[src/hdl/sobm_pkg.sv]
package sobm_pkg;

    // Line store depth, largest supported frame width
    localparam int MAX_WIDTH = 2048;
    localparam int COL_W     = (MAX_WIDTH > 1) ? $clog2(MAX_WIDTH) : 1;

    // Register and counter widths
    localparam int FW_W  = 12;
    localparam int FH_W  = 16;
    localparam int ROW_W = 17;
    localparam int EW_W  = (COL_W + 1 > FW_W) ? COL_W + 1 : FW_W;

    localparam int CH_W  = 8;
    localparam int PIX_W = 3 * CH_W;

    localparam int CFG_IDX_W  = 2;
    localparam int CFG_DATA_W = 16;

    localparam logic [CFG_IDX_W-1:0] CFG_FRAME_WIDTH  = 2'd0;
    localparam logic [CFG_IDX_W-1:0] CFG_FRAME_HEIGHT = 2'd1;

    localparam logic [FW_W-1:0] FW_RESET = 12'd640;
    localparam logic [FH_W-1:0] FH_RESET = 16'd480;

    localparam logic [ROW_W-1:0] ROW_MAX = '1;

    localparam int FIFO_DEPTH = 4;

    typedef logic [PIX_W-1:0] t_pix;

    // One classified window on its way to the gradient datapath.
    // px[k*3+j]: row k (0 = top), column j (0 = left), padding already zeroed.
    typedef struct packed {
        t_pix [8:0] px;
        logic       last;
    } t_win_item;

endpackage

[src/hdl/sobm_back.sv]
module sobm_back
    import sobm_pkg::*;
(
    input  logic            i_clk,
    input  logic            i_rst_n,
    input  logic            i_empty,
    input  t_win_item       i_item,
    output logic            o_pop,
    output logic            o_out_valid,
    input  logic            i_out_ready,
    output logic [CH_W-1:0] o_red_out,
    output logic [CH_W-1:0] o_green_out,
    output logic [CH_W-1:0] o_blue_out,
    output logic            o_frame_last
);

    typedef struct packed {
        logic [CH_W-1:0] root;
        logic [17:0]     rem;
    } t_sq;

    // one digit of the shift-subtract square root
    function automatic t_sq sq_step(t_sq x, int i);
        logic [17:0] trial;
        t_sq         y;
        trial = (18'(x.root) << (i + 1)) + (18'd1 << (2 * i));
        y     = x;
        if (x.rem >= trial) begin
            y.rem  = x.rem - trial;
            y.root = x.root | (CH_W'(1) << i);
        end
        return y;
    endfunction

    logic en;

    logic              r_b1_v, r_b2_v, r_b3_v, r_out_v;
    logic              r_b1_last, r_b2_last, r_b3_last, r_out_last;
    logic signed [10:0] r_gx [3];
    logic signed [10:0] r_gy [3];
    logic [15:0]       r_m   [3];
    logic              r_sat [3];
    logic              r_sat3 [3];
    t_sq               r_sq  [3];
    logic [CH_W-1:0]   r_res [3];

    logic signed [10:0] gx [3];
    logic signed [10:0] gy [3];
    logic [20:0]        m  [3];
    t_sq                sq_a [3];
    t_sq                sq_b [3];
    logic [CH_W:0]      rnd [3];

    assign en    = !r_out_v || i_out_ready;
    assign o_pop = en && !i_empty;

    always_comb begin
        logic [CH_W-1:0] v [9];
        logic [9:0]      xp, xn, yp, yn;
        logic signed [21:0] px2, py2;
        for (int ch = 0; ch < 3; ch++) begin
            for (int k = 0; k < 9; k++) begin
                v[k] = i_item.px[k][ch*CH_W +: CH_W];
            end
            xp = 10'(v[2]) + {1'b0, v[5], 1'b0} + 10'(v[8]);
            xn = 10'(v[0]) + {1'b0, v[3], 1'b0} + 10'(v[6]);
            yp = 10'(v[6]) + {1'b0, v[7], 1'b0} + 10'(v[8]);
            yn = 10'(v[0]) + {1'b0, v[1], 1'b0} + 10'(v[2]);
            gx[ch] = signed'({1'b0, xp}) - signed'({1'b0, xn});
            gy[ch] = signed'({1'b0, yp}) - signed'({1'b0, yn});
            px2    = r_gx[ch] * r_gx[ch];
            py2    = r_gy[ch] * r_gy[ch];
            m[ch]  = px2[20:0] + py2[20:0];
        end
    end

    always_comb begin
        for (int ch = 0; ch < 3; ch++) begin
            sq_a[ch].root = '0;
            sq_a[ch].rem  = 18'(r_m[ch]);
            for (int i = 7; i >= 4; i--) begin
                sq_a[ch] = sq_step(sq_a[ch], i);
            end
            sq_b[ch] = r_sq[ch];
            for (int i = 3; i >= 0; i--) begin
                sq_b[ch] = sq_step(sq_b[ch], i);
            end
            // round half: remainder above root means the upper neighbor is closer
            rnd[ch] = (sq_b[ch].rem > 18'(sq_b[ch].root))
                ? (CH_W + 1)'(sq_b[ch].root) + (CH_W + 1)'(1)
                : (CH_W + 1)'(sq_b[ch].root);
        end
    end

    always_ff @(posedge i_clk) begin
        if (!i_rst_n) begin
            r_b1_v  <= 1'b0;
            r_b2_v  <= 1'b0;
            r_b3_v  <= 1'b0;
            r_out_v <= 1'b0;
        end else if (en) begin
            r_b1_v  <= !i_empty;
            r_b2_v  <= r_b1_v;
            r_b3_v  <= r_b2_v;
            r_out_v <= r_b3_v;
        end
    end

    always_ff @(posedge i_clk) begin
        if (en) begin
            r_b1_last  <= i_item.last;
            r_b2_last  <= r_b1_last;
            r_b3_last  <= r_b2_last;
            r_out_last <= r_b3_last;
            for (int ch = 0; ch < 3; ch++) begin
                r_gx[ch]   <= gx[ch];
                r_gy[ch]   <= gy[ch];
                r_sat[ch]  <= (m[ch] > 21'd65280);
                r_m[ch]    <= m[ch][15:0];
                r_sat3[ch] <= r_sat[ch];
                r_sq[ch]   <= sq_a[ch];
                r_res[ch]  <= (r_sat3[ch] || rnd[ch][CH_W]) ? '1 : rnd[ch][CH_W-1:0];
            end
        end
    end

    assign o_out_valid  = r_out_v;
    assign o_red_out    = r_res[2];
    assign o_green_out  = r_res[1];
    assign o_blue_out   = r_res[0];
    assign o_frame_last = r_out_last;

endmodule

[config.mk]
export PLATFORM = sky130hd
export DESIGN_NAME = sobm_back
export DESIGN_NICKNAME = d
export VERILOG_FILES = /design/src/hdl/sobm_pkg.sv /design/src/hdl/sobm_back.sv
export SDC_FILE = /design/constraint.sdc
export NUM_CORES = 2
export LEC_CHECK = 0
export ABC_AREA = 1
export BUFFER_PORTS_ARGS = -buffer_cell sky130_fd_sc_hd__buf_2
export CORE_MARGIN = 2
export CORE_UTILIZATION = 44
export CTS_BUF_LIST = sky130_fd_sc_hd__clkbuf_4 sky130_fd_sc_hd__clkbuf_8
export DETAILED_ROUTE_END_ITERATION = 8
export MAX_ROUTING_LAYER = met4
export PLACE_DENSITY_LB_ADDON = 0.15
export SLEW_MARGIN = 20
export SYNTH_ARGS = -nofsm -noshare
export SYNTH_HDL_FRONTEND = slang
export SYNTH_SLANG_ARGS = --single-unit
[constraint.sdc]
create_clock -name i_clk -period 7.85 [get_ports i_clk]
set_input_delay 0.785 -clock i_clk [delete_from_list [all_inputs] [get_ports i_clk]]
set_output_delay 0.785 -clock i_clk [all_outputs]
set_load 0.03 [all_outputs]
Word level (Yosys, flattened, before mapping)
Memories as Yosys holds them, arrays and structs flattened.
Cells that the tools add are included.
{"block": "totals", "register_bits": 8, "ram_bits": 222, "input_bits": 221, "output_inout_bits": 27, "word_cells": 171, "mem_count": 7}
{"block": "op_classes", "add_sub_neg": 81, "mul": 6, "magnitude_cmp": 30, "mux": 32, "n_reduce_logical": 7}
{"name": "r_sq", "depth": 3, "word_bits": 26, "read_ports": 3, "rd_ports_with_merged_regs": 0, "write_ports": 3, "line": "sobm_back.sv:44", "text": "t_sq r_sq [3];"}
{"name": "r_m", "depth": 3, "word_bits": 16, "read_ports": 3, "rd_ports_with_merged_regs": 0, "write_ports": 3, "line": "sobm_back.sv:41", "text": "logic [15:0] r_m [3];"}
{"name": "r_gx", "depth": 3, "word_bits": 11, "read_ports": 3, "rd_ports_with_merged_regs": 0, "write_ports": 3, "line": "sobm_back.sv:39", "text": "logic signed [10:0] r_gx [3];"}
{"name": "r_gy", "depth": 3, "word_bits": 11, "read_ports": 3, "rd_ports_with_merged_regs": 0, "write_ports": 3, "line": "sobm_back.sv:40", "text": "logic signed [10:0] r_gy [3];"}
{"name": "r_res", "depth": 3, "word_bits": 8, "read_ports": 3, "rd_ports_with_merged_regs": 0, "write_ports": 3, "line": "sobm_back.sv:45", "text": "logic [CH_W-1:0] r_res [3];"}
{"name": "r_sat", "depth": 3, "word_bits": 1, "read_ports": 3, "rd_ports_with_merged_regs": 0, "write_ports": 3, "line": "sobm_back.sv:42", "text": "logic r_sat [3];"}
{"name": "+1 memories"}
{"operator": "multiplier 11 x 11 -> 21 bit", "n": 6}
{"operator": "adder 10 x 8 -> 10 bit", "n": 12}
{"operator": "adder 8 x 9 -> 10 bit", "n": 12}
{"operator": "2-to-1 mux 26 bit", "n": 3}
{"operator": "2-to-1 mux 25 bit", "n": 3}
{"operator": "2-to-1 mux 24 bit", "n": 3}
{"operator": "2-to-1 mux 23 bit", "n": 3}
{"operator": "2-to-1 mux 22 bit", "n": 3}
{"operator": "subtractor 10 x 10 -> 11 bit", "n": 6}
{"operator": "adder 21 bit", "n": 3}
{"operator": "greater-than comparator 21 x 16 -> 1 bit, second input constant", "n": 3}
{"operator": "2-to-1 mux 21 bit", "n": 3}
{"operator": "2-to-1 mux 20 bit", "n": 3}
{"operator": "2-to-1 mux 19 bit", "n": 3}
{"operator": "greater-or-equal comparator 18 x 10 -> 1 bit", "n": 3}
{"operator": "greater-or-equal comparator 18 x 11 -> 1 bit", "n": 3}
{"operator": "greater-or-equal comparator 18 x 12 -> 1 bit", "n": 3}
{"operator": "greater-or-equal comparator 18 x 13 -> 1 bit", "n": 3}
{"operator": "greater-or-equal comparator 18 x 14 -> 1 bit", "n": 3}
{"operator": "greater-or-equal comparator 18 x 15 -> 1 bit", "n": 3}
{"operator": "greater-or-equal comparator 18 x 16 -> 1 bit", "n": 3}
{"operator": "greater-than comparator 18 x 8 -> 1 bit", "n": 3}
{"operator": "subtractor 18 x 10 -> 18 bit", "n": 3}
{"operator": "subtractor 18 x 11 -> 18 bit", "n": 3}
{"operator": "21 further kinds", "n": 60}

Logic depth before layout (Yosys ltp)
An unclocked memory read counts as a cell.
{"block": "depth", "ltp_word": 17, "ltp_mapped": 69}

Worst setup path after synthesis
OpenSTA, ideal clock, no wires.
{"block": "synth_path", "kind": "register -> register", "from": "memory r_sq[0][49] in the netlist's numbering", "to": "memory r_res[1][2] (netlist: r_res[0][10]), data pin", "setup_ps": 259, "arrival_ps": 7740, "setup_slack_ps": -149, "stages_incl_launch_ff": 58, "path_buffers": 5, "period_less_slack_ps": 7999, "path_cell_list": "edfxtp_1 > inv_1 > ha_1 > nand2_1 > inv_1 > nand3_1 > nor2_1 > nor2_4 > nand2_4 > buf_6 > clkinv_1 > o21ai_0 > ha_1 > a21oi_1 > o21ai_0 > inv_1 > nand3_1 > nand2_2 > (+22 left out) > buf_6 > buf_2 > inv_1 > nand2_1 > o21ai_0 > ha_1 > nand2_1 > inv_1 > nand3_1 > o221ai_1 > nand3_1 > nand2_1 > nand2_1 > nand2_1 > nor2_4 > nand2_4 > a21oi_4 > nand2_1"}
{"element": "start: declaration", "line": "sobm_back.sv:44"}
{"element": "end: declaration", "line": "sobm_back.sv:45"}

==> results.yml <==
final_layout:
  syn_to_final_growth_pct: 14.1
  fin_util: 0.506
  nNetsFinal: 8397
  final_cells: 8384
  fillers: 11300
  drive_gt1_frac: 0.153
yosys:
  syn-num-nets: 7834
  synth.avg_cell_area_um2: 8.23
  ys_top_cells_by_area: "fa_1, edfxtp_1, inv_1"
  synth_cells: 6258
  ys_ff_latch: 218
  ys.flop_type: "edfxtp_1"
  yosysTopAreaCell: "fa_1"
  synth_area_mm2: 0.0515
  ys_top_cells_by_count: "inv_1, nand2_1, fa_1"
  ys_seq_area_frac: 0.126
  synth_top_area_share: 0.337
  synth_most_common_cell: "inv_1"
  synth-edff-count: 214
  yosys_warnings: 0
  synth_cell_type_count: 66
  async_reset_ff_frac: 0
grt:
  grt.overflow.total: 0
  grt_usage: 0.218
  grt_pass1_wl_um: 206000
  grt_max_degree: 108
  grt_antenna_before_repair: 7
  grt_pass1_vias: 41400
floorplan:
  ios: 248
  fp.dieArea_mm2: 0.120
  core_area_mm2: 0.116
  fp.dieH_um: 346
  die_w_um: 346
  rows: 125
  start_util: 0.444
critical_path:
  slowest_stage: "fa_1"
  cpPeakStageDelay_ps: 570
  worstSetupStartpointType: "register"
  critical_path.most_common_cell: "fa_1"
  crit_required_ps: 8210
  cp.arrival_ps: 7730
  cp-end-kind: "register"
  critPathKind: "register to register"
  cp.buffers_inverters: 5
  crit_family: "adder cells"
  path_max_fanout: 4
sta:
  worstMarginPinSlew_ps: 886
  slew_viol_final: 0
  setup_viol: 0
  fmax_mhz: 136
  slew_headroom: 0.409
  post-route-min-period_ps: 7370
  min_period_over_period: 0.939
  fin_skew_ps: 70.8
  hold_violations: 0
clocking:
  cts.root.buffer_cell: "clkbuf_8"
  cts_tree: "built"
  cts_buffers: 44
  cts_max_path_buffers: 3
  cts_hold_buf: 0
  htree_num_levels: 2
  clock_latency_ps: 710
  clock-sinks: 218
  clk_pin_slew_ps: 70
route:
  finalWirelength_um: 123000
  routedWlPerCell_um: 14.7
  dr_total_vias: 39500
  drt-pass1-iter-count: 6
  detail-route-antenna-nets: 0
  drt_iter0_drc: 1716
  drc: 0
  viasPerCell: 4.72
placed_design:
  dpl.cell_count: 8240
  port_buffers: 223
  dp_hpwl_um: 107000
  place_congestion: 0.897
job:
  drv_cap: 0
min_path:
  hp-class: "input pin to register"
status:
  status: "completed"
[worst paths after layout]
| check | slack [ps] | cells after the start | startpoint | endpoint |
|---|---|---|---|---|
| max reg2reg | 480 | 29 | r_gx[0][3]$_DFFE_PN_ | r_sat[0][0]$_DFFE_PN_ |
| min | 300 | 1 | i_item[0] | r_b1_last$_DFFE_PN_ |
| max | 480 | 29 | r_gx[0][3]$_DFFE_PN_ | r_sat[0][0]$_DFFE_PN_ |
| min reg2reg | 400 | 0 | r_b2_last$_DFFE_PN_ | r_b3_last$_DFFE_PN_ |
[per-layer routing]
layer  GRT usage  vias up  part of all wire
met2       0.366      615              0.49
met3      0.0256      108             0.037
met5           -        -                 0
met4      0.0393        0             0.017
li1            -    19900                 -
met1       0.287    18900              0.46
[cells by family after synthesis]
family,after synthesis,share of synthesized area
muxes,1,0.000194
DFF,218,0.126
adders and majority gates,1355,0.456
and+or+nand+nor,2152,0.187
buffers and inverters,1815,0.135
AOI/OAI and AO/OA,443,0.0491
xor gates and xnor gates,274,0.0468
[worst register-to-register path: cells and delay by family, from the launching register on]
| family | cells | cell delay (ps) |
|---|---|---|
| XOR/XNOR | 1 | 90 |
| AND/OR/NAND/NOR | 4 | 520 |
| buffers and inverters | 5 | 300 |
| AO/OA/AOI/OAI | 11 | 1730 |
| adder cells (fa/ha/maj) | 8 | 3900 |
| flip-flops | 1 | 530 |
[per-stage QoR]
step	setup TNS, ps	hold slack [ps]	setup slack [ps]	cell area, um2
after floorplan	0	400	14.9	51500
after global placement	-63.8	401	-9.47	56500
after detailed placement	-1200	406	-159	56500
after CTS	0	215	17.2	57500
after global routing	-569	240	-51.2	58800
final	0	304	482	58800
[area by class of cell]
class | count | area (um2) | share of cell area
multi-input cells | 4226 | 38800 | 0.660
flip-flops and latches | 218 | 6510 | 0.111
inverters | 1720 | 6480 | 0.110
repair buffers | 611 | 4090 | 0.0697
well taps | 1524 | 1910 | 0.0325
clock buffers | 53 | 673 | 0.0115
clock inverters | 26 | 308 | 0.00524
diodes | 6 | 15.0 | 0.000256
[what timing repair did]
item / in CTS / in global routing
setup buffers: 0 / 56
resized for setup: 12 / 198
gates cloned: 0 / 3
setup endpoints to repair: 16 / 27
pin swaps: 1 / 62
[registers in the layout, summed over array words and instances, names as in the netlist]
register      cells
o_out_valid       1
r_b3_last         1
r_b2_last         1
r_m              48
r_b3_v            1
r_sq             66
r_gy             33
r_b1_last         1
o_frame_last      1
r_sat3            3
r_gx             33
r_res            24
r_b1_v            1
r_sat             3
r_b2_v            1
[placed cells by master, fill, tap and decap left out, types with 117 or more instances in the layout]
cell type and instances:
buf_2 223, nand3_1 287, fa_1 867, buf_4 379, edfxtp_1 214, xor2_1 169, nand2_1 1178, ha_1 464
inv_1 1679, o21ai_0 117, nor2_1 305, a21oi_1 164
Power is left out: the tool's default activity adds up to more than one toggle a clock period on the data nets, which glitch-free logic cannot reach.
