[config.mk]
export PLATFORM = sky130hd
export DESIGN_NAME = sobm_fifo
export DESIGN_NICKNAME = d
export VERILOG_FILES = /design/src/hdl/sobm_pkg.sv /design/src/hdl/sobm_fifo.sv
export SDC_FILE = /design/constraint.sdc
export NUM_CORES = 1
export LEC_CHECK = 0
export BUFFER_PORTS_ARGS = -buffer_cell sky130_fd_sc_hd__buf_2
export CAP_MARGIN = 10
export CORE_MARGIN = 1
export CORE_UTILIZATION = 30
export DETAILED_ROUTE_END_ITERATION = 12
export PLACE_DENSITY_LB_ADDON = 0.15
export SLEW_MARGIN = 0
export SYNTH_ARGS = -nofsm -noshare
export SYNTH_HDL_FRONTEND = slang
export SYNTH_SLANG_ARGS = --single-unit
export TNS_END_PERCENT = 30
[constraint.sdc]
create_clock -name i_clk -period 7.5 [get_ports i_clk]
set_clock_uncertainty 0.1 [all_clocks]
set_input_delay 0.75 -clock i_clk [delete_from_list [all_inputs] [get_ports i_clk]]
set_output_delay 0.75 -clock i_clk [all_outputs]
set_load 0.05 [all_outputs]
[src/hdl/sobm_pkg.sv]
package sobm_pkg;

    // Line store depth, largest supported frame width
    localparam int MAX_WIDTH = 2048;
    localparam int COL_W     = (MAX_WIDTH > 1) ? $clog2(MAX_WIDTH) : 1;

    // Register and counter widths
    localparam int FW_W  = 12;
    localparam int FH_W  = 16;
    localparam int ROW_W = 17;
    localparam int EW_W  = (COL_W + 1 > FW_W) ? COL_W + 1 : FW_W;

    localparam int CH_W  = 8;
    localparam int PIX_W = 3 * CH_W;

    localparam int CFG_IDX_W  = 2;
    localparam int CFG_DATA_W = 16;

    localparam logic [CFG_IDX_W-1:0] CFG_FRAME_WIDTH  = 2'd0;
    localparam logic [CFG_IDX_W-1:0] CFG_FRAME_HEIGHT = 2'd1;

    localparam logic [FW_W-1:0] FW_RESET = 12'd640;
    localparam logic [FH_W-1:0] FH_RESET = 16'd480;

    localparam logic [ROW_W-1:0] ROW_MAX = '1;

    localparam int FIFO_DEPTH = 4;

    typedef logic [PIX_W-1:0] t_pix;

    // One classified window on its way to the gradient datapath.
    // px[k*3+j]: row k (0 = top), column j (0 = left), padding already zeroed.
    typedef struct packed {
        t_pix [8:0] px;
        logic       last;
    } t_win_item;

endpackage

[src/hdl/sobm_fifo.sv]
module sobm_fifo
    import sobm_pkg::*;
(
    input  logic      i_clk,
    input  logic      i_rst_n,
    input  logic      i_push,
    input  t_win_item i_item,
    input  logic      i_pop,
    output t_win_item o_item,
    output logic      o_empty,
    output logic      o_full
);

    localparam int PTR_W = (FIFO_DEPTH > 1) ? $clog2(FIFO_DEPTH) : 1;
    localparam int CNT_W = $clog2(FIFO_DEPTH + 1);

    t_win_item        r_mem [FIFO_DEPTH];
    logic [PTR_W-1:0] r_wr;
    logic [PTR_W-1:0] r_rd;
    logic [CNT_W-1:0] r_cnt;
    logic             do_push;
    logic             do_pop;

    assign o_empty = (r_cnt == '0);
    assign o_full  = (r_cnt == CNT_W'(FIFO_DEPTH));
    assign do_push = i_push && !o_full;
    assign do_pop  = i_pop && !o_empty;
    assign o_item  = r_mem[r_rd];

    always_ff @(posedge i_clk) begin
        if (!i_rst_n) begin
            r_wr  <= '0;
            r_rd  <= '0;
            r_cnt <= '0;
        end else begin
            if (do_push) begin
                r_wr <= (r_wr == PTR_W'(FIFO_DEPTH - 1)) ? '0 : r_wr + PTR_W'(1);
            end
            if (do_pop) begin
                r_rd <= (r_rd == PTR_W'(FIFO_DEPTH - 1)) ? '0 : r_rd + PTR_W'(1);
            end
            if (do_push && !do_pop) begin
                r_cnt <= r_cnt + CNT_W'(1);
            end else if (do_pop && !do_push) begin
                r_cnt <= r_cnt - CNT_W'(1);
            end
        end
    end

    always_ff @(posedge i_clk) begin
        if (do_push) begin
            r_mem[r_wr] <= i_item;
        end
    end

endmodule

* Yosys cells after proc, flatten, opt, wreduce, memory -nomap -nowiden
Memories as Yosys holds them, arrays and structs flattened. A register that Yosys moved wholly into a read port is not among the register bits.
Cells that the tools add are included.
** Word-level totals
- Input port bits :: 221
- Logic and storage cells :: 29
- Output and inout bits :: 219
- Register bits :: 7
- Memories :: 1
- RAM bits :: 868
** Cells by class
- Eq/ne operators :: 3
- Reductions and logical operators :: 10
- $add $sub $neg :: 4
- Multiplexer cells :: 8
** Memory list
- r_mem :: depth 4, bits a word 217, read ports 1, clocked after memory_dff 1, write ports 1, line sobm_fifo.sv:17 : t_win_item r_mem [FIFO_DEPTH];
** Operators by type and width (count)
- 2-to-1 mux 2 bit :: 4
- 2-to-1 mux 3 bit :: 2
- adder 2 x 1 -> 2 bit, second input constant :: 2
- equality test 2 bit, second input constant :: 2
- logical AND 1 bit :: 4
- zero test 1 bit :: 4
- adder 3 x 1 -> 3 bit, second input constant :: 1
- equality test 3 bit, second input constant :: 1
- zero test 3 bit :: 1
- subtractor 3 x 1 -> 3 bit, second input constant :: 1
- 2-to-1 mux 1 bit :: 2
- nonzero test 2 bit :: 1

* Longest topological paths before layout
Gate-level depths: netlist (run 1).
- Depth in word-level cells :: 7
- Gate-level depth with buffers :: 9
- Gate-level depth less buffers :: 8

* Least setup slack after synthesis (run 1)
OpenSTA, ideal clock, no wires.
- Path type :: input-to-reg
- From :: input port i_push
- To :: memory r_mem[1][0] in the netlist's numbering, enable pin
- Library setup time :: 0.605 ns
- Path slack :: 0.717 ns
- Stages on the path :: 3
- Path buffers :: 1
- Data arrival time :: 6.078 ns
- Data required time :: 6.795 ns
- Path through :: nor2b_1 -> clkbuf_1 -> and2_1
** On the way
- Cells in the longest elaborated chain, start to end :: 3
** Ends and longest elaborated chain
- start, declared :: line sobm_fifo.sv:6 : input logic i_push,
- logical AND 1 bit :: line sobm_fifo.sv:26 : assign do_push = i_push && !o_full;
- net do_push :: line sobm_fifo.sv:21 : logic do_push;
- 2-to-1 mux 1 bit :: line sobm_fifo.sv:51 : if (do_push) begin
- 2-to-1 mux 1 bit (not written as such) :: line sobm_fifo.sv:52 : r_mem[r_wr] <= i_item;
- end, declared :: line sobm_fifo.sv:17
The timed path passes the listed nets, and every way through them passes these cells.

==> results of run 1 <==
-- cell usage in the layout, fill, tap and decap left out, types with 2 or more instances in the layout --
master | Yosys | final
nor2_1 | 2 | 2
nand2_1 | 6 | 6
clkinv_1 | 0 | 27
buf_12 | 0 | 9
nor2b_1 | 2 | 2
clkbuf_1 | 2 | 20
buf_2 | 24 | 439
ha_1 | 6 | 6
bufinv_16 | 0 | 8
nand3_1 | 2 | 2
edfxtp_1 | 868 | 868
inv_6 | 0 | 3
and2_4 | 0 | 4
clkinv_4 | 0 | 2
buf_4 | 0 | 5
diode_2 | 0 | 2
clkinv_8 | 0 | 2
inv_1 | 3 | 3
clkbuf_16 | 0 | 99
mux2i_1 | 3 | 3
clkinv_2 | 0 | 10
dfxtp_1 | 9 | 7
o21ai_0 | 3 | 3
dfxtp_4 | 0 | 2
mux4_2 | 217 | 217
-- worst max-delay path, cell delays in order (launching register included) --
cell	delay [ns]
dfxtp_4	1.05
buf_12	0.53
mux4_2	0.62
buf_2	0.23
-- state kept, by name, summed over array words and instances (netlist names), named ones only --
name,count
r_cnt,3
r_mem,868
r_rd,2
r_wr,2
-- synth_stat cells (all sizes together) --
master	n	area [µm²]
edfxtp	868	26100
mux4	217	4890
buf	48	330
dfxtp	9	180
ha	6	75.1
nand2	6	22.5
and2	5	31.3
inv	3	11.3
mux2i	3	30.0
o21ai	3	15.0
clkbuf	2	7.51
nand3	2	10.0
nor2	2	7.51
nor2b	2	12.5
a21boi	1	7.51
fa	1	20.0
nor3	1	5.00
nor3b	1	7.51
o31ai	1	7.51
or3	1	6.26
xnor2	1	8.76
xor2	1	8.76
-- layer usage --
layer	part of all wire, %	GRT usage (%)	up-vias
met5	0.33	0	-
met4	2.7	3.96	38
met3	8.3	5.21	156
met2	50	21.1	373
met1	39	15.1	7428
li1	-	-	6176
-- final cells by class --
| type | count | area (µm²) | share of cell area (%) |
|---|---|---|---|
| sequential | 877 | 26300 | 68.0 |
| multi-input combinational | 254 | 5170 | 13.4 |
| clock buffer | 119 | 2550 | 6.61 |
| timing repair buffer | 453 | 2410 | 6.25 |
| tap | 1380 | 1730 | 4.47 |
| clock inverter | 53 | 488 | 1.26 |
| inverter | 3 | 11.3 | 0.0292 |
| antenna | 2 | 5.00 | 0.0130 |
-- logic make-up (layout without fill, tap and decap cells) --
kind of cell | after synthesis | after routing | synth area share (%)
mux | 220 | 220 | 15.5
simple gates | 20 | 20 | 0.323
xor+xnor | 2 | 2 | 0.0552
compound gates | 5 | 5 | 0.0946
flops | 877 | 877 | 82.6
other cells | 0 | 2 | 0
buf+inv | 53 | 628 | 1.10
fa+ha+maj | 7 | 7 | 0.299
-- worst max path at each step --
stage,startpoint,end,slack (ns),cells past startpoint
after floorplan,i_push,r_mem[1][0],0.72,3
after global placement,flip-flop,o_item[92],3.74,3
after global routing,flip-flop,o_item[189],2.88,3
final,flip-flop,o_item[70],3.20,3
after detailed placement,flip-flop,o_item[92],3.76,3
after CTS,flip-flop,o_item[73],3.02,3
-- power breakdown --
group	total [mW]	internal (mW)	leakage (nW)	switching [mW]
registers	6.16	5.97	8.03	0.189
clock network	4.54	2.68	1.48	1.86
logic	4.41	1.27	3.11	3.14
total	15.1	9.93	12.6	5.19
-- per-stage QoR --
| stage | cells | area [µm²] |
|---|---|---|
| 6_report | 3141 | 38600 |
| 5_1_grt | 3140 | 38600 |
| 4_1_cts | 3139 | 38600 |
| 3_5_place_dp | 2967 | 35600 |
| 3_3_place_gp | 2967 | 35600 |
| 2_1_floorplan | 1184 | 31800 |
==> out/metrics.yaml, run 1 <==
critical_path:
  timing.reg2reg.setup_slack_ns: 4.25
  timing.rr.start: "r_cnt[0]"
  startpoint_type: "flip-flop"
  critical_path_arrival_ns: 3.45
  timing.setup.critical_path_class: "reg2out"
  crit_path_end_kind: "primary output"
  reg2regPathDepth: 4
  critPathRequiredTime_ns: 6.65
  critical_path_peak_fanout: 90
  rr_endpoint: "r_mem[3][188]"
yosys:
  synthDistinctLibCells: 24
  synth_cells: 1184
  syn_area_um2: 31800
  syn-mean-instance-area_um2: 26.8
  postSynthNetCount: 1412
  synth-seq-cells: 877
  yosysSeqAreaShare_pct: 82.6
  synth-warning-count: 0
placement:
  io_buffers: 439
  place_congestion: 0.682
  hpwlAfterDp_um: 39700
  dpl_worst_slack_ns: 3.76
clock_tree:
  cts_tree: "done"
  cts.root.buffer_cell: "clkbuf_16"
  post-cts-setup-buffer-count: 0
  numClockSinks: 877
  htree_levels: 3
  cts_made_buffers: 97
  cts_resized: 0
  clk_path_buf_depth: 3
  hold_buffers: 0
  path_clk_slew_ns: 0.06
  clock_latency_ns: 0.66
timing:
  finalHoldViolations: 0
  max_slew_headroom_pct: 29.5
  setup_repair_after_global_routing_missed_its_margin: "no"
  period_minus_slack_ns: 4.30
  setup_tns_ns: 0
  worst_hold_slack_ns: 0.200
  worst-slew-pin-transition_ns: 1.06
  max_freq_mhz: 232
  max_transition_viols_final: 0
  post-route-period-util_pct: 57.4
  report.final.setup_viol: 0
  timing.final.ws_setup_ns: 3.20
drt:
  wl_per_cell_um: 21.9
  vias_per_cell: 4.51
  drt_first_iter_violations: 811
  via_count: 14200
  postRouteAntennaNets: 0
  finalWirelength_um: 68800
  drc: 0
  drt_pre_antenna_iters: 5
job:
  drv_cap: 0
grt:
  globalRouteOverflowTotal: 0
  grt_first_pass_wirelength_um: 101000
  first_global_vias: 15200
  antenna_violations_before_repair: 23
  grtUsageTotal_pct: 12.8
  pin_count_of_the_biggest_net_entering_global_routing: 110
finish:
  synthToLayoutAreaGrowth_pct: 21.6
  fin_nets: 1914
  fillerInstances: 9594
  final_core_utilization_pct: 37.1
  layout-drive-gt1-share_pct: 45.5
floorplan:
  die_area_um2: 107000
  floorplan.initialDensity_pct: 30.5
  die_y_um: 327
  top_level_ports: 440
  placementRows: 118
  chip_width_um: 327
  fp.coreArea_um2: 104000
min_path:
  hold_class: "in2reg"
  timing.hold.worst.start: "i_item[24]"
  whs_path_depth: 1
  hold_path_end: "r_mem[0][24]"
power_and_ir_drop:
  p_leak_nw: 12.6
  design_power_total_mw: 15.1
  vdd_drop_max_uv: 223
  power_per_cell_area_nw_per_um2: 391
outcome:
  status: "finished, final reports clean"
No activity file was read; power rests on OpenSTA's default activity.
==> run 2: changes to the inputs <==
==> constraint.sdc (replaced) <==
create_clock -name i_clk -period 4.2 [get_ports i_clk]
set_clock_uncertainty 0.1 [all_clocks]
set_input_delay 0.42 -clock i_clk [delete_from_list [all_inputs] [get_ports i_clk]]
set_output_delay 0.42 -clock i_clk [all_outputs]
set_load 0.05 [all_outputs]
==> run 2 against run 1 <==
Against the previous run: highest routed layer unchanged; routed wire length is 5.9% higher; critical endpoint is now o_item[130]; register-to-register slack worse by 2.8 ns; total power is 82% higher; flip-flop and latch count stayed put; largest power group unchanged; first-iteration DRC count is 0.49% lower; worst hold slack worse by 0.068 ns; combinational power is 90% higher.
==> out/metrics.yaml, run 2 (synthesized netlist as in run 1, its figures left out) <==
critical_path:
  critPathRequiredTime_ns: 3.68  # was 6.65 ns
  crit_path_end_kind: "primary output"  # unchanged
  critical_path_peak_fanout: 40  # was 90
  worstPathCellList: "buf_12, mux4_2, buf_2"  # unchanged
  timing.reg2reg.setup_slack_ns: 1.47  # was 4.25 ns
  slowest_stage: "dfxtp_4"  # unchanged
  critical_path_arrival_ns: 2.78  # was 3.45 ns
  timing.rr.start: "r_cnt[0]"  # unchanged
  timing.setup.critical_path_class: "reg2out"  # unchanged
  cp_slowest_stage_delay_ns: 0.83  # was 1.05 ns
  startpoint_type: "flip-flop"  # unchanged
timing:
  max_freq_mhz: 303
  max_transition_viols_final: 0  # unchanged
  max_slew_headroom_pct: 42.5  # was 29.5%
  worst-slew-pin-transition_ns: 0.862  # was 1.06 ns
  period_minus_slack_ns: 3.30
  setup_repair_after_global_routing_missed_its_margin: "no"  # unchanged
  report.final.setup_viol: 0  # unchanged
  post-route-period-util_pct: 78.5
  finalHoldViolations: 0  # unchanged
grt:
  first_global_vias: 17200  # was 15.2k
  pin_count_of_the_biggest_net_entering_global_routing: 72  # was 110
  grt_first_pass_wirelength_um: 108000  # was 101000 µm
  antenna_violations_before_repair: 7  # was 23
  globalRouteOverflowTotal: 0  # unchanged
  grtUsageTotal_pct: 13.6  # was 12.8%
drt:
  drt_first_iter_violations: 807  # was 811
  drc: 0  # unchanged
  drt_pre_antenna_iters: 4  # was 5
  wl_per_cell_um: 21.4  # was 21.9 µm
  finalWirelength_um: 72800  # was 68800 µm
  postRouteAntennaNets: 0  # unchanged
  vias_per_cell: 4.48  # was 4.51
  via_count: 15200  # was 14.2k
finish:
  mostFrequentLayoutCell: "edfxtp_1"  # unchanged
  layout-drive-gt1-share_pct: 42.0  # was 45.5%
  synthToLayoutAreaGrowth_pct: 30.0  # was 21.6%
  largest_register_ff_count: 868  # unchanged
  final_core_utilization_pct: 39.6  # was 37.1%
  fillerInstances: 9533  # was 9594
  fin_nets: 2162  # was 1914
  regMostFlops: "r_mem"  # unchanged
  finish.instance_area_um2: 41300  # was 38600 µm²
  largest_registers: "r_mem: 868 flops, r_cnt: 3 flops"  # unchanged
  final_cell_mix: "edfxtp_1, buf_2, dlygate4sd3_1, mux4_2, clkbuf_16"  # was edfxtp_1, buf_2, mux4_2, clkbuf_16, clkinv_1
floorplan:
  die_area_um2: 107000  # unchanged
  die_y_um: 327  # unchanged
  chip_width_um: 327  # unchanged
  fp.coreArea_um2: 104000  # unchanged
  floorplan.initialDensity_pct: 30.5  # unchanged
  placementRows: 118  # unchanged
  top_level_ports: 440  # unchanged
placement:
  place_congestion: 0.711  # was 0.682
  placed_area_um2: 36000  # was 35600 µm²
  io_buffers: 439  # unchanged
  hpwlAfterDp_um: 44000  # was 39700 µm
job:
  drv_cap: 0  # unchanged
clock_tree:
  clock_latency_ns: 0.66  # about the same
  cts_made_buffers: 98  # was 97
  cts.root.buffer_cell: "clkbuf_16"  # unchanged
  cts_tree: "done"  # unchanged
  clk_path_buf_depth: 3  # unchanged
  cts_resized: 0  # unchanged
  path_clk_slew_ns: 0.06  # about the same
  htree_levels: 3  # unchanged
  numClockSinks: 877  # unchanged
outcome:
  status: "finished, final reports clean"  # unchanged
min_path:
  hold_class: "in2reg"  # unchanged
  timing.hold.worst.start: "i_pop"  # was i_item[24]
power_and_ir_drop:
  power_per_cell_area_nw_per_um2: 668  # was 391 nW/µm²
  vdd_drop_max_uv: 402  # was 223 µV
  p_leak_nw: 13.8  # was 12.6 nW
## run 2: layout make-up
| cell class | instances | area (µm²) | share of cell area, % |
|---|---|---|---|
| clock inverter | 66 | 566 | 1.37 |
| sequential | 877 | 26300 | 63.6 |
| antenna | 4 | 10.0 | 0.0242 |
| inverter | 3 | 11.3 | 0.0273 |
| multi-input combinational | 254 | 5170 | 12.5 |
| clock buffer | 116 | 2560 | 6.21 |
| tap | 1380 | 1730 | 4.18 |
| timing repair buffer | 700 | 4990 | 12.1 |
## run 2: worst paths after layout
| path | to | depth (start not counted) |
|---|---|---|
| max | o_item[130] | 3 |
| min | flip-flop | 3 |
| max reg2reg | r_mem[1][13] | 4 |
| min reg2reg | r_wr[1] | 2 |
## run 2: routing by layer
layer	up-vias	part of all wire (%)	GRT usage, %
met3	124	7.1	4.35
met1	8015	42	17.1
met2	419	48	22.3
met5	-	0.067	0
li1	6679	-	-
met4	8	2.5	4.48
## run 2: what timing repair did
action                    CTS  global route
hold endpoints to repair  877             0
setup buffers               0             0
hold buffers              218             0
## run 2: report_power, final
group | switching [mW] | total (mW) | internal [mW]
Combinational | 5.80 | 8.36 | 2.55
Sequential | 0.303 | 11.0 | 10.6
Clock | 3.41 | 8.26 | 4.85
## run 2: through the flow
step	worst slack [ns]	TNS, ns	hold slack [ns]	cells	total power [mW]
finish	0.902	0	0.132	3400	27.6
global route	0.698	0	0.146	3398	28.7
CTS	0.712	0	0.0602	3396	28.1
detailed placement	1.39	0	0.408	2996	19.5
global placement	1.48	0	0.379	2996	19.5
floorplan	-0.114	-98.76	0.368	1184	17.3
## run 2: worst max-delay path, delay by kind of cell (launching register included)
| kind | cells | cell delay (ns) |
|---|---|---|
| buf+inv | 2 | 0.65 |
| flops | 1 | 0.83 |
| mux | 1 | 0.60 |
==> run 3: changes to the inputs <==
--- a/config.mk
+++ b/config.mk
@@ -5,6 +5,7 @@
 export SDC_FILE = /design/constraint.sdc
 export NUM_CORES = 1
 export LEC_CHECK = 0
+export ABC_AREA = 1
 export BUFFER_PORTS_ARGS = -buffer_cell sky130_fd_sc_hd__buf_2
 export CAP_MARGIN = 10
 export CORE_MARGIN = 1
==> constraint.sdc (replaced) <==
create_clock -name i_clk -period 2.9 [get_ports i_clk]
set_clock_uncertainty 0.1 [all_clocks]
set_input_delay 0.29 -clock i_clk [delete_from_list [all_inputs] [get_ports i_clk]]
set_output_delay 0.29 -clock i_clk [all_outputs]
set_load 0.05 [all_outputs]
==> run 3 against run 2 <==
Against the previous run: routed wire length increased by 21%; cell area increased by 2.2%; flip-flop and latch count unchanged.
==> out/metrics.yaml, run 3 <==
drt:
  via_count: 20700  # was 15.2k
  drc: 0  # unchanged
  finalWirelength_um: 88000  # was 72800 µm
  drt_first_iter_violations: 1193  # was 807
  vias_per_cell: 4.78  # was 4.48
  wl_per_cell_um: 20.3  # was 21.4 µm
  postRouteAntennaNets: 0  # unchanged
  drt_pre_antenna_iters: 5  # was 4
yosys:
  synth_top_family_by_area: "compound AO/OA/AOI/OAI gates"  # was multiplexers
  synth-simple-area-share_pct: 5.46  # was 0.323%
  postSynthNetCount: 2398  # was 1412
  synth_cells: 2170  # was 1184
  syn-mean-instance-area_um2: 14.9  # was 26.8 µm²
  syn_area_um2: 32400  # was 31800 µm²
  dominant_cell_type_by_area_after_synthesis: "edfxtp_1"  # unchanged
  yosysSeqAreaShare_pct: 81.1  # was 82.6%
  synth_area_leaders: "edfxtp_1, nor2_1, o21ai_0"  # was edfxtp_1, mux4_2, dfxtp_1
  multiplexer_share_of_the_synthesized_area_pct: 0  # was 15.5%
  synth_enable_flop_cells: 868  # unchanged
  compound_gate_fraction_of_synth_area_pct: 11.0  # was 0.0946%
  post_synth_most_frequent_cells: "edfxtp_1, nor2_1, o21ai_0, o22ai_1, o21ai_1"  # was edfxtp_1, mux4_2, buf_2, buf_6, dfxtp_1
  synthDistinctLibCells: 21  # was 24
  synthesized_area_fraction_occupied_by_adder_cells_pct: 0.294  # was 0.299%
  synth-xor-area-share_pct: 0  # was 0.0552%
  ys_async_sr_fraction_pct: 0  # unchanged
  ys_dominant_reg_cell: "edfxtp_1"  # unchanged
  synth-warning-count: 0  # unchanged
  synth-seq-cells: 877  # unchanged
  synth_top_cell_area_share_pct: 80.6  # was 82.1%
  most_common_cell_in_the_netlist: "edfxtp_1"  # unchanged
finish:
  regMostFlops: "r_mem"  # unchanged
  layout-drive-gt1-share_pct: 22.4  # was 42.0%
  mostFrequentLayoutCell: "edfxtp_1"  # unchanged
  largest_registers: "r_mem: 868 flops, r_cnt: 3 flops"  # unchanged
  final_cell_mix: "edfxtp_1, nor2_1, buf_2, o21ai_0, dlygate4sd3_1"  # was edfxtp_1, buf_2, dlygate4sd3_1, mux4_2, clkbuf_16
  synthToLayoutAreaGrowth_pct: 30.4  # was 30.0%
  finish.instance_area_um2: 42200  # was 41300 µm²
  final_core_utilization_pct: 39.4  # was 39.6%
  fin_nets: 3089  # was 2162
  largest_register_ff_count: 868  # unchanged
critical_path:
  slowest_stage: "dfxtp_4"  # unchanged
  critPathRequiredTime_ns: 2.51  # was 3.68 ns
  timing.reg2reg.setup_slack_ns: 0.64  # was 1.47 ns
  buffers_plus_inverters_on_the_worst_setup_path: 3  # was 2
  cp_slowest_stage_delay_ns: 0.42  # was 0.83 ns
  critical-path-top-delay-family: "buffers and inverters"  # was flip-flops
  timing.rr.start: "r_cnt[1]"  # was r_cnt[0]
  worstPathCellList: "buf_12, buf_16, o21ai_0, o22ai_1, clkbuf_4"  # was buf_12, mux4_2, buf_2
  timing.setup.critical_path_class: "reg2out"  # unchanged
  crit_path_end_kind: "primary output"  # unchanged
  critical_path_arrival_ns: 2.40  # was 2.78 ns
  critical_path_peak_fanout: 49  # was 40
  rr_endpoint: "r_wr[0]"  # was r_mem[1][13]
  startpoint_type: "flip-flop"  # unchanged
  reg2regPathDepth: 8  # was 4
timing:
  period_minus_slack_ns: 2.79
  finalHoldViolations: 0  # unchanged
  post-route-period-util_pct: 96.2
  max_freq_mhz: 358
  worst_hold_slack_ns: 0.281  # was 0.132 ns
  max_transition_viols_final: 0  # unchanged
  max_slew_headroom_pct: 59.2  # was 42.5%
  worst-slew-pin-transition_ns: 0.613  # was 0.862 ns
  report.final.setup_viol: 0  # unchanged
  setup_tns_ns: 0  # unchanged
  setup_repair_after_global_routing_missed_its_margin: "yes"  # was no
grt:
  pin_count_of_the_biggest_net_entering_global_routing: 109  # was 72
  grt_use_met1_pct: 19.9  # was 17.1%
  first_global_vias: 21000  # was 17.2k
  met3_usage_pct: 4.34  # was 4.35%
  globalRouteOverflowTotal: 0  # unchanged
  antenna_violations_before_repair: 10  # was 7
  grtUsageTotal_pct: 15.4  # was 13.6%
  grt-busiest-layer: "met2"  # unchanged
  global_route_track_usage_on_met2_pct: 25.1  # was 22.3%
  grt_first_pass_wirelength_um: 127000  # was 108000 µm
power_and_ir_drop:
  design_power_total_mw: 43.5  # was 27.6 mW
  vdd_drop_max_uv: 658  # was 402 µV
  power_per_cell_area_nw_per_um2: 1030  # was 668 nW/µm²
  p_leak_nw: 14.7  # was 13.8 nW
placement:
  placed_area_um2: 36700  # was 36000 µm²
  place_congestion: 0.750  # was 0.711
  io_buffers: 439  # unchanged
  hpwlAfterDp_um: 51200  # was 44000 µm
floorplan:
  chip_width_um: 330  # was 327 µm
  fp.coreArea_um2: 107000  # was 104000 µm²
  placementRows: 120  # was 118
  top_level_ports: 440  # unchanged
  floorplan.initialDensity_pct: 30.2  # was 30.5%
  die_area_um2: 109000  # was 107000 µm²
  die_y_um: 330  # was 327 µm
min_path:
  hold_path_end: "r_mem[3][149]"
  whs_path_depth: 2  # was 3
  timing.hold.worst.start: "i_item[149]"  # was i_pop
  hold_class: "in2reg"  # unchanged
clock_tree:
  cts.root.buffer_cell: "clkbuf_16"  # unchanged
  clk_path_buf_depth: 3  # unchanged
  cts_tree: "done"  # unchanged
  htree_levels: 3  # unchanged
  numClockSinks: 877  # unchanged
  clock_latency_ns: 0.66  # about the same
  cts_made_buffers: 97  # was 98
  path_clk_slew_ns: 0.06  # about the same
  post-cts-setup-buffer-count: 0  # unchanged
job:
  drv_cap: 0  # unchanged
outcome:
  status: "finished, final reports clean"  # unchanged
## run 3: timing repair
action,in CTS,in global routing
gates resized for setup,10,34
hold buffers,222,0
gates cloned,0,3
hold endpoints to repair,877,0
pin swaps,0,0
endpoints found under the setup margin,63,78
## run 3: cell type report
cell class              count  area (µm²)
clock inverters            45         377
well taps                1403        1760
flip-flops and latches    877       26300
multi-input cells        1131        5470
inverters                  19        91.3
fillers                  9999       64900
diodes                      4        10.0
repair buffers            735        5620
clock buffers             127        2630
## run 3: cell families after synthesis
kind of cell	count (synthesis)
fa+ha+maj	7
buf+inv	162
flops	877
simple gates	469
compound gates	655
## run 3: per-stage QoR
stage,cells,setup WS (ns)
2_1_floorplan,2170,-1.46
3_3_place_gp,3940,0.586
3_5_place_dp,3940,0.566
4_1_cts,4334,-0.0247
5_1_grt,4341,-0.0152
6_report,4341,0.109
## run 3: layer usage
metal / vias to the layer above / share of wire (%)
met4: 10 / 2.4
met5: - / 0.076
met1: 10400 / 44
met2: 511 / 47
met3: 139 / 6.2
li1: 9629 / -
## run 3: power by group
group / total [mW] / switching (mW) / internal (mW)
Sequential: 15.7 / 0.308 / 15.4
Combinational: 16.1 / 12.4 / 3.74
Clock: 11.6 / 4.77 / 6.86
## run 3: how the worst max path moves through the flow
stage          startpoint          end  cells past startpoint
2_1_floorplan    r_cnt[1]  r_mem[0][0]                      4
3_3_place_gp    flip-flop  o_item[187]                      5
3_5_place_dp    flip-flop  o_item[187]                      5
4_1_cts         flip-flop  o_item[167]                      4
5_1_grt         flip-flop  o_item[106]                      5
6_report        flip-flop   o_item[31]                      5
